[src/rtl/miir_pkg.sv]
// Shared types, constants and helpers for the multichannel IIR filter.
// No dependencies; every other file in rtl/ depends on this package.
package miir_pkg;

    localparam int CHANNELS_DEF       = 4;
    localparam int ORDER_DEF          = 4;
    localparam int SAMPLE_WIDTH_DEF   = 16;
    localparam int COEF_FRAC_BITS_DEF = 28;

    localparam int COEF_W     = 32;
    localparam int NUM_B      = 5;   // b0..b4
    localparam int NUM_A      = 4;   // a1..a4
    localparam int CFG_IDX_W  = 3;
    localparam int CFG_DATA_W = 64;
    localparam int ORDER_W    = 3;

    localparam logic [ORDER_W-1:0] ORDER_RESET = 3'd4;

    typedef enum logic [CFG_IDX_W-1:0] {
        REG_WARM_POLICY  = 3'd0,
        REG_ACTIVE_ORDER = 3'd1,
        REG_B_PAIR_01    = 3'd2,
        REG_B_PAIR_23    = 3'd3,
        REG_B_4          = 3'd4,
        REG_A_PAIR_12    = 3'd5,
        REG_A_PAIR_34    = 3'd6
    } cfg_reg_t;

    typedef struct packed {
        logic [NUM_B-1:0][COEF_W-1:0] b;   // b[k] = b_k
        logic [NUM_A-1:0][COEF_W-1:0] a;   // a[j] = a_(j+1)
    } coef_set_t;

    typedef struct packed {
        logic               load;    // input transfer into stage 1
        logic               adv;     // stage 1 moves to the result register
        logic               warm;    // stage 1 item is a warm-up item
        logic               policy;  // warm-up output: 0 zeros, 1 pass-through
        logic [ORDER_W-1:0] order;   // effective order
    } lane_ctrl_t;

    // Clamp the programmed order into 1..max_order.
    function automatic logic [ORDER_W-1:0] eff_order(input logic [ORDER_W-1:0] v,
                                                     input int unsigned max_order);
        logic [ORDER_W-1:0] r;
        r = v;
        if (r == '0)
            r = 3'd1;
        if (32'(r) > max_order)
            r = ORDER_W'(max_order);
        return r;
    endfunction

endpackage

[src/rtl/miir_cfg.sv]
// Configuration registers and warm-up counter of the IIR filter.
// Depends on miir_pkg.
module miir_cfg #(
    parameter int ORDER = miir_pkg::ORDER_DEF
) (
    input  logic                               clk,
    input  logic                               rst_n,
    input  logic                               cfg_we,
    input  logic [miir_pkg::CFG_IDX_W-1:0]     cfg_index,
    input  logic [miir_pkg::CFG_DATA_W-1:0]    cfg_wdata,
    input  logic                               accept,
    output logic                               policy,
    output logic [miir_pkg::ORDER_W-1:0]       order,
    output miir_pkg::coef_set_t                coefs,
    output logic                               warm_now
);
    import miir_pkg::*;

    logic               policy_reg, policy_next;
    logic [ORDER_W-1:0] order_reg, order_next;
    coef_set_t          coefs_reg, coefs_next;
    logic [ORDER_W-1:0] warm_left_reg, warm_left_next;

    always_comb
    begin
        policy_next    = policy_reg;
        order_next     = order_reg;
        coefs_next     = coefs_reg;
        warm_left_next = warm_left_reg;
        if (accept && warm_left_reg != '0)
            warm_left_next = warm_left_reg - 3'd1;
        if (cfg_we)
        begin
            case (cfg_reg_t'(cfg_index))
                REG_WARM_POLICY:  policy_next = cfg_wdata[0];
                REG_ACTIVE_ORDER:
                begin
                    order_next     = cfg_wdata[ORDER_W-1:0];
                    warm_left_next = eff_order(cfg_wdata[ORDER_W-1:0], ORDER);
                end
                REG_B_PAIR_01:
                begin
                    coefs_next.b[0] = cfg_wdata[31:0];
                    coefs_next.b[1] = cfg_wdata[63:32];
                end
                REG_B_PAIR_23:
                begin
                    coefs_next.b[2] = cfg_wdata[31:0];
                    coefs_next.b[3] = cfg_wdata[63:32];
                end
                REG_B_4:          coefs_next.b[4] = cfg_wdata[31:0];
                REG_A_PAIR_12:
                begin
                    coefs_next.a[0] = cfg_wdata[31:0];
                    coefs_next.a[1] = cfg_wdata[63:32];
                end
                REG_A_PAIR_34:
                begin
                    coefs_next.a[2] = cfg_wdata[31:0];
                    coefs_next.a[3] = cfg_wdata[63:32];
                end
                default: ;
            endcase
        end
    end

    always_ff @(posedge clk or negedge rst_n)
    begin
        if (!rst_n)
        begin
            policy_reg    <= 1'b0;
            order_reg     <= ORDER_RESET;
            coefs_reg     <= '0;
            warm_left_reg <= eff_order(ORDER_RESET, ORDER);
        end
        else
        begin
            policy_reg    <= policy_next;
            order_reg     <= order_next;
            coefs_reg     <= coefs_next;
            warm_left_reg <= warm_left_next;
        end
    end

    assign policy   = policy_reg;
    assign order    = eff_order(order_reg, ORDER);
    assign coefs    = coefs_reg;
    assign warm_now = (warm_left_reg != '0);

endmodule

[config.mk]
export PLATFORM = sky130hd
export DESIGN_NAME = miir_cfg
export DESIGN_NICKNAME = d
export VERILOG_FILES = /design/src/rtl/miir_pkg.sv /design/src/rtl/miir_cfg.sv
export SDC_FILE = /design/constraint.sdc
export NUM_CORES = 1
export LEC_CHECK = 0
export BUFFER_PORTS_ARGS = -buffer_cell sky130_fd_sc_hd__buf_2
export CAP_MARGIN = 15
export CORE_MARGIN = 2
export CORE_UTILIZATION = 40
export DETAILED_ROUTE_END_ITERATION = 12
export HOLD_SLACK_MARGIN = 0.03
export PLACE_DENSITY_LB_ADDON = 0.3
export SLEW_MARGIN = 20
export SYNTH_ARGS = -nofsm -noshare
export SYNTH_HDL_FRONTEND = slang
export SYNTH_SLANG_ARGS = --single-unit
[constraint.sdc]
create_clock -name clk -period 2.07 [get_ports clk]
set_clock_uncertainty 0.15 [all_clocks]
set_input_delay 0.621 -clock clk [delete_from_list [all_inputs] [get_ports clk]]
set_output_delay 0.621 -clock clk [all_outputs]
set_load 0.05 [all_outputs]
### Word-level counts from Yosys, hierarchy flattened

Cells that the tools add are included.

* logic and storage cells: 42
* input port bits: 71
* bits in writable memories: 0
* memories: 0
* output and inout bits: 293
* bits in read-only memories: 0
* latch bits: 0
* bits in registers: 295

* magnitude comparators: 2
* shifts and indexed selects: 0
* multiply operators: 0
* multiplexer cells: 9
* div/mod/pow operators: 0
* $add $sub $neg: 1
* bitwise logic cells: 0
* equal/unequal tests: 6
* reduce and logical (&&, ||, !) cells: 12

Operator list (number)
* $mux W3: 9
* $reduce_and A2 Y1: 7
* $eq A3 B3 Y1 const B: 3
* $logic_not A3 Y1: 3
* $eq A3 B2 Y1 const B: 2
* $gt A3 B3 Y1 const B: 2
* $eq A3 B1 Y1 const B: 1
* $reduce_bool A3 Y1: 1
* $sub A3 B1 Y3 const B: 1
* $logic_and A1 B1 Y1: 1

### Longest topological paths before layout

Gate-level depths: netlist of run 1.

* depth after elaboration: 8
* gate-level depth with buffers: 5

### Worst setup path before layout of run 1

OpenSTA, ideal clock, no wires.

* kind: register to output
* start: register order_reg[1]
* end: output port order[0] in the netlist's numbering
* data required time: 1.299 ns
* slack: 0.167 ns
* stages on the path, launching flop included: 2
* arrival time: 1.132 ns
* buffers on the path: 0
* path through: dfrtp_1 -> a21oi_1

* cells in the longest elaborated chain, start to end: 4

RTL lines
* start: declaration: line miir_cfg.sv:20 `logic [ORDER_W-1:0] order_reg, order_next;`
* start signal: assignment: line miir_cfg.sv:79 `order_reg <= order_next;`
* $logic_not A3 Y1: line miir_pkg.sv:47 `if (r == '0)`
* $mux W3 *: line miir_pkg.sv:47
* $gt A3 B3 Y1: line miir_pkg.sv:49 `if (32'(r) > max_order)`
* $mux W3 *: line miir_pkg.sv:49
* end: declaration: line miir_cfg.sv:13 `output logic [miir_pkg::ORDER_W-1:0] order,`

Every way passes the cells marked *; elsewhere a longest branch is shown, timed or not.

### Worst setup path in the final report of run 1

* start: register warm_left_reg[1]
* end: output port warm_now

* cells in the longest elaborated chain, start to end: 1

RTL lines
* start: declaration: line miir_cfg.sv:22 `logic [ORDER_W-1:0] warm_left_reg, warm_left_next;`
* start signal: assignment: line miir_cfg.sv:74 `warm_left_reg <= eff_order(ORDER_RESET, ORDER);`
* start signal: assignment: line miir_cfg.sv:81 `warm_left_reg <= warm_left_next;`
* $reduce_bool A3 Y1: line miir_cfg.sv:88 `assign warm_now = (warm_left_reg != '0);`
* end: declaration: line miir_cfg.sv:15 `output logic warm_now`

No other way between the ends.

==> results of run 1 <==
==> worst reg2reg max path: cells and delay by family, from the launching register on <==
| family | cells | cell delay [ns] |
|---|---|---|
| buf+inv | 3 | 0.28 |
| compound gates | 1 | 0.18 |
| fa+ha+maj | 1 | 0.13 |
| xor+xnor | 1 | 0.14 |
| simple gates | 1 | 0.07 |
| flops | 1 | 0.37 |
==> metrics by stage <==
step	instances	power [mW]	setup WS (ns)	area (um2)	setup TNS [ns]
2_1_floorplan	656	13.6	0.167	11400	0
3_3_place_gp	1406	15.7	-0.0130	14000	-0.310
3_5_place_dp	1406	15.8	-0.0517	14000	-1.73
4_1_cts	1467	22.0	-0.0969	15200	-0.243
5_1_grt	1470	22.6	-0.107	15200	-0.309
6_report	1470	21.7	-0.0610	15200	-0.123
==> area by class of cell <==
cell class / instances / area, um2
Clock inverter: 15 / 228
Clock buffer: 41 / 873
Tap cell: 378 / 473
Multi-Input combinational cell: 323 / 3740
Inverter: 5 / 18.8
Sequential cell: 295 / 7380
Fill cell: 2401 / 12700
Antenna cell: 1 / 2.50
Timing Repair Buffer: 412 / 2480
==> report_power, final <==
| group | total, mW | switching [mW] | internal (mW) |
|---|---|---|---|
| Combinational | 8.12 | 5.98 | 2.14 |
| Clock | 5.91 | 2.23 | 3.69 |
| Sequential | 7.72 | 0.654 | 7.06 |
| Total | 21.7 | 8.86 | 12.9 |
==> cell usage after synthesis (all sizes together), types with 2 or more instances <==
master,instances
dfrtp,293
mux2,286
buf,32
nand2,8
o21ai,8
inv,5
nand4b,3
a21o,2
a21oi,2
dfstp,2
ha,2
nand2b,2
==> what timing repair did <==
item | in CTS | in global routing
buffers inserted | 4 | 2
hold buffers | 1 | 0
resized for setup | 14 | 2
hold endpoints to repair | 22 | 0
endpoints found under the setup margin | 4 | 4
==> final timing paths <==
kind | end | slack [ns] | cells past startpoint
setup / recovery | warm_now | -0.06 | 4
hold / removal | coefs[49] | 0.19 | 2
setup reg to reg | warm_left_reg[2] | 0.67 | 7
hold reg to reg | policy | 0.33 | 2
max in group asynchronous | order_reg[2] | 0.70 | 3
min in group asynchronous | coefs[105] | 0.42 | 2
==> per-layer routing <==
layer / wire (um) / share of wire [%] / up-vias / GRT usage [%]
met2: 13900 / 49 / 231 / 32.1
li1: - / - / 3162 / -
met3: 1660 / 5.9 / 67 / 3.85
met1: 11400 / 41 / 3585 / 23.5
met5: 0 / 0 / - / 0
met4: 1120 / 4.0 / 0 / 7.59
==> layout by cell type, fill, tap and decap left out, types with 2 or more instances in the layout <==
cell,instances
sky130_fd_sc_hd__a21o_1,2
sky130_fd_sc_hd__buf_12,20
sky130_fd_sc_hd__buf_2,358
sky130_fd_sc_hd__buf_4,28
sky130_fd_sc_hd__buf_6,3
sky130_fd_sc_hd__buf_8,2
sky130_fd_sc_hd__bufinv_16,6
sky130_fd_sc_hd__clkbuf_1,4
sky130_fd_sc_hd__clkbuf_16,31
sky130_fd_sc_hd__clkbuf_8,6
sky130_fd_sc_hd__clkinv_2,8
sky130_fd_sc_hd__dfrtp_1,293
sky130_fd_sc_hd__dfstp_2,2
sky130_fd_sc_hd__inv_1,3
sky130_fd_sc_hd__inv_2,2
sky130_fd_sc_hd__mux2_1,98
sky130_fd_sc_hd__mux2_2,128
sky130_fd_sc_hd__mux2_4,60
sky130_fd_sc_hd__nand2_1,8
sky130_fd_sc_hd__nand4b_1,3
sky130_fd_sc_hd__o21ai_0,8
==> kinds of logic (layout without fill, tap and decap cells) <==
| group | after synthesis | after routing | synth area share (%) |
|---|---|---|---|
| buf+inv | 38 | 473 | 2.80 |
| xor+xnor | 1 | 1 | 0.0768 |
| simple gates | 19 | 19 | 1.15 |
| flops | 295 | 295 | 64.8 |
| mux | 286 | 286 | 30.2 |
| compound gates | 15 | 15 | 0.768 |
| other cells | 0 | 1 | 0 |
| fa+ha+maj | 2 | 2 | 0.219 |
==> run summary, run 1 <==
SETUP PATH
--------------------------------------------------------------------------------
Slowest stage delay, CP ...........................................      0.39 ns
Crit-path leading delay family ....................................   flip-flops
RR Startpoint ..................................................... warm_left_reg[0]
Chain of cells forming the critical path .......................... inv_2 > ha_4 > nand2b_4 > buf_8
Standard cell with the maximum stage delay on the critical path ... sky130_fd_sc_hd__dfrtp_1
Worst setup path class ............................................ register to primary output
Worst Path Arrival ................................................      1.36 ns
Element type at the critical path start ...........................     register
Sort of element at the end of the critical path ................... primary output
CP Max Fanout .....................................................            2
WP buf/inv ........................................................            2
Launch point of the worst path .................................... warm_left_reg[1]
Required time of the critical path ................................      1.30 ns

CLOCK NETWORK
--------------------------------------------------------------------------------
Number of sinks driven by the clock tree ..........................          295
H-tree depth ......................................................            1
Bufs on Longest Clock Path ........................................            3
Clock tree from TritonCTS .........................................          yes
CTS Buf Count .....................................................           30
CTS Root Buffer Type .............................................. sky130_fd_sc_hd__clkbuf_16
Clock Latency Late Sink ...........................................      0.55 ns
Clock transition at the registers of the reported paths ...........      0.06 ns

OUTCOME
--------------------------------------------------------------------------------
Result of the run ................................................. complete, but fails checks
Violated checks ................................................... setup timing

CELLS AND AREA
--------------------------------------------------------------------------------
Final core utilization ............................................        54.4%
Max FFs per register ..............................................          288
Nets@finish .......................................................         1140
Fraction of layout instances using a drive strength above 1 .......        60.9%
Area added between synthesis and finish ...........................        33.3%

DRT
--------------------------------------------------------------------------------
TritonRoute pass-1 iters ..........................................            4
Antenna-violating nets left .......................................            0
Final WL ..........................................................      28.1 mm
Via-per-instance ratio ............................................         4.79
Initial drt markers ...............................................          243
WL per Instance ...................................................      19.1 um
DRC ...............................................................            0
Via Count .........................................................         7045

STA
--------------------------------------------------------------------------------
Headroom to the max-slew limit ....................................        76.6%
Tightest Pin Transition ...........................................     0.352 ns
Worst path setup slack after routing ..............................   -0.0610 ns
Slew Limit Fails ..................................................            0
Final Hold Violating Endpoints ....................................            0
Final number of setup-violating endpoints .........................            4
Final hold slack ..................................................     0.186 ns
Final period demand of the worst path .............................      2.13 ns
Final critical-path share of the clock period .....................         103%
RSZ-0062 raised after global routing ..............................          yes
Max Fclk ..........................................................    0.469 GHz

HOLD PATH
--------------------------------------------------------------------------------
Beginning of the worst hold path .................................. cfg_wdata[49]
Kind of path behind the tightest hold check ....................... input pin to register

SYNTH
--------------------------------------------------------------------------------
Mean Syn Cell Area ................................................     17.4 um2
Share of the synthesized area in the top cell type ................        64.3%
Cell area after synthesis .........................................    11400 um2
Share of flip-flops with an asynchronous set or reset .............         100%
Library cell with the largest summed area after synthesis ......... sky130_fd_sc_hd__dfrtp_1
Synth Flop Type ................................................... sky130_fd_sc_hd__dfrtp_1
Number of register bits inferred by synthesis .....................          295
Synthesized netlist cell count ....................................          656
EDFF count, synth .................................................            0
Number of unique standard cell types used by synthesis ............           28
Seq/Total Area, Yosys .............................................        64.8%
Synth top area cells .............................................. sky130_fd_sc_hd__dfrtp_1 (64%), sky130_fd_sc_hd__mux2_2 (13%), sky130_fd_sc_hd__mux2_1 (9.7%)
Net Count, Synth ..................................................          729
Synthesis Warnings ................................................            0

FLOORPLAN
--------------------------------------------------------------------------------
Effective utilization at floorplan ................................        40.8%
Core area .........................................................    27900 um2
Rows ..............................................................           61
Total Die Area ....................................................    29900 um2
Vertical die dimension ............................................       173 um
Die outline width .................................................       173 um
Total I/O pin count ...............................................          364

PWR
--------------------------------------------------------------------------------
Leakage power summed over all cells ...............................      7.46 nW
Pwr Density .......................................................  1430 nW/um2
Maximum VDD drop ..................................................   0.000768 V

GLOBAL ROUTING
--------------------------------------------------------------------------------
Global-route wire length before repair ............................      44.6 mm
Total routing resource utilization after global routing ...........        18.8%
Vias in the first global route ....................................         7488
Number of antenna violations at the first check in global routing .            1
GR Overflow Total .................................................            0
Maximum number of pins on one net before global-route repair ......           54

FLOW RUN
--------------------------------------------------------------------------------
Number of maximum-capacitance constraint violations ...............            0

PLACED DESIGN
--------------------------------------------------------------------------------
Detailed placement HPWL ...........................................      20.1 mm
Final weighted congestion in routability-driven placement .........        0.770
Port Buffers ......................................................          363

No activity file was read; power rests on OpenSTA's default activity.
==> inputs of run 2 (changes only) <==
CTS_BUF_LIST = sky130_fd_sc_hd__clkbuf_4 sky130_fd_sc_hd__clkbuf_8 sky130_fd_sc_hd__clkbuf_16   (was not set)
==> run summary, run 2 (synthesized netlist as in run 1, its figures left out) <==
CLOCK NETWORK
--------------------------------------------------------------------------------
Clock transition at the registers of the reported paths ...........      0.06 ns   about the same
Bufs on Longest Clock Path ........................................            3   unchanged
CTS Root Buffer Type .............................................. sky130_fd_sc_hd__clkbuf_16   unchanged
Clock tree from TritonCTS .........................................          yes   unchanged
H-tree depth ......................................................            1   unchanged
CTS Buf Count .....................................................           30   unchanged
Number of sinks driven by the clock tree ..........................          295   unchanged
Clock Latency Late Sink ...........................................      0.55 ns   about the same

SETUP PATH
--------------------------------------------------------------------------------
Depth of the worst register-to-register path ......................            7   unchanged
Critical R2R Capture .............................................. warm_left_reg[2]   unchanged
Register-to-Register Setup Slack ..................................      0.67 ns   about the same
RR Startpoint ..................................................... warm_left_reg[0]   unchanged
Worst Path Arrival ................................................      1.36 ns   about the same
Sort of element at the end of the critical path ................... primary output   unchanged
Launch point of the worst path .................................... warm_left_reg[1]   unchanged
Worst setup path class ............................................ register to primary output   unchanged
Element type at the critical path start ...........................     register   unchanged
CP Max Fanout .....................................................            2   unchanged
End point of the critical path ....................................     warm_now   unchanged
Required time of the critical path ................................      1.30 ns   about the same

HOLD PATH
--------------------------------------------------------------------------------
Beginning of the worst hold path .................................. cfg_wdata[49]   unchanged
Kind of path behind the tightest hold check ....................... input pin to register   unchanged

GLOBAL ROUTING
--------------------------------------------------------------------------------
GR Overflow Total .................................................            0   unchanged
Total routing resource utilization after global routing ...........        18.8%   about the same
Maximum number of pins on one net before global-route repair ......           54   unchanged
Global-route wire length before repair ............................      44.6 mm   about the same
Vias in the first global route ....................................         7485   was 7488
Number of antenna violations at the first check in global routing .            1   unchanged

FLOORPLAN
--------------------------------------------------------------------------------
Core area .........................................................    27900 um2   unchanged
Die outline width .................................................       173 um   unchanged
Vertical die dimension ............................................       173 um   unchanged
Rows ..............................................................           61   unchanged
Total I/O pin count ...............................................          364   unchanged
Effective utilization at floorplan ................................        40.8%   unchanged
Total Die Area ....................................................    29900 um2   unchanged

CELLS AND AREA
--------------------------------------------------------------------------------
Post-route insts no fill ..........................................         1470   unchanged
Finished Cell Area ................................................    15200 um2   about the same
Final-layout fill cell count ......................................         2402   was 2401
Fraction of layout instances using a drive strength above 1 .......        61.2%   was 60.9%
Most frequent cells in the layout ................................. sky130_fd_sc_hd__buf_2 (358), sky130_fd_sc_hd__dfrtp_1 (293), sky130_fd_sc_hd__mux2_2 (128)   unchanged
Most common library cell in the layout ignoring fill and taps ..... sky130_fd_sc_hd__buf_2   unchanged
Nets@finish .......................................................         1140   unchanged
Max FFs per register ..............................................          288   unchanged
Area added between synthesis and finish ...........................        33.4%   was 33.3%

PLACED DESIGN
--------------------------------------------------------------------------------
Detailed placement HPWL ...........................................      20.1 mm   unchanged
Final weighted congestion in routability-driven placement .........        0.770   unchanged
Placed Instances ..................................................         1406   unchanged
Placement-stage cell area .........................................    14000 um2   unchanged
Port Buffers ......................................................          363   unchanged
Worst slack at placement ..........................................   -0.0517 ns   unchanged

OUTCOME
--------------------------------------------------------------------------------
Result of the run ................................................. complete, but fails checks   unchanged
Violated checks ................................................... setup timing   unchanged

STA
--------------------------------------------------------------------------------
Slew Limit Fails ..................................................            0   unchanged
Final critical-path share of the clock period .....................         103%   about the same
Worst path setup slack after routing ..............................   -0.0614 ns   was -0.0610 ns
Max Fclk ..........................................................    0.469 GHz   about the same
Final number of setup-violating endpoints .........................            4   unchanged
Tightest Pin Transition ...........................................     0.351 ns   was 0.352 ns
Final Hold Violating Endpoints ....................................            0   unchanged
RSZ-0062 raised after global routing ..............................          yes   unchanged
Final period demand of the worst path .............................      2.13 ns   about the same
Headroom to the max-slew limit ....................................        76.6%   about the same

DRT
--------------------------------------------------------------------------------
Final WL ..........................................................      28.1 mm   about the same
Initial drt markers ...............................................          238   was 243
DRC ...............................................................            0   unchanged
Via Count .........................................................         7045   unchanged
Antenna-violating nets left .......................................            0   unchanged
TritonRoute pass-1 iters ..........................................            4   unchanged
WL per Instance ...................................................      19.1 um   about the same
Via-per-instance ratio ............................................         4.79   unchanged

FLOW RUN
--------------------------------------------------------------------------------
Number of maximum-capacitance constraint violations ...............            0   unchanged

PWR
--------------------------------------------------------------------------------
Power Total .......................................................      21.8 mW   was 21.7 mW
Maximum VDD drop ..................................................   0.000768 V   about the same
Leakage power summed over all cells ...............................      7.47 nW   was 7.46 nW
Pwr Density .......................................................  1430 nW/um2   about the same

==> run 2: cell type report <==
cell class / count / area (um2) / share of cell area, %
Timing Repair Buffer: 412 / 2480 / 16.3
Clock buffer: 41 / 888 / 5.84
Inverter: 5 / 18.8 / 0.123
Sequential cell: 295 / 7380 / 48.5
Multi-Input combinational cell: 323 / 3740 / 24.6
Clock inverter: 15 / 228 / 1.50
Antenna cell: 1 / 2.50 / 0.0165
Tap cell: 378 / 473 / 3.11
==> run 2: how the worst min path moves through the flow <==
stage | endpoint | slack, ns | cells after the start
finish | coefs[49] | 0.19 | 2
global route | coefs[49] | 0.17 | 2
CTS | coefs[49] | 0.16 | 2
detailed placement | policy | 0.31 | 2
global placement | coefs[192] | 0.31 | 2
floorplan | coefs[0] | 0.18 | 0
==> run 2: stage by stage <==
stage / setup TNS (ns) / hold slack [ns] / utilization, %
4_1_cts: -0.243 / 0.156 / 54.4
3_5_place_dp: -1.73 / 0.315 / 50.1
6_report: -0.123 / 0.186 / 54.5
2_1_floorplan: 0 / 0.175 / -
3_3_place_gp: -0.310 / 0.309 / 50.1
5_1_grt: -0.309 / 0.174 / 54.5
==> run 2: what timing repair did <==
item,CTS,global route
resized for setup,14,2
hold buffers,1,0
endpoints found under the hold margin,22,0
setup buffers,4,2
endpoints found under the setup margin,4,4
==> run 2: power by group <==
part	total, mW	switching, mW	internal [mW]	leakage [nW]
sequential	7.72	0.655	7.06	3.54
combinational	8.12	5.97	2.14	3.37
clock	5.96	2.23	3.74	0.560
==> run 2: per-layer routing <==
layer  GRT usage [%]  wire [um]  vias up
li1                -          -     3165
met1            23.5      11400     3582
met2            32.1      13900      231
met3            3.83       1670       67
met4            7.59       1120        0
met5               0          0        -
==> run 2: critical path, cell delays in order, from the launching register on <==
cell                       delay [ns]
sky130_fd_sc_hd__dfrtp_1         0.39
sky130_fd_sc_hd__inv_2           0.08
sky130_fd_sc_hd__ha_4            0.13
sky130_fd_sc_hd__nand2b_4        0.06
sky130_fd_sc_hd__buf_8           0.15
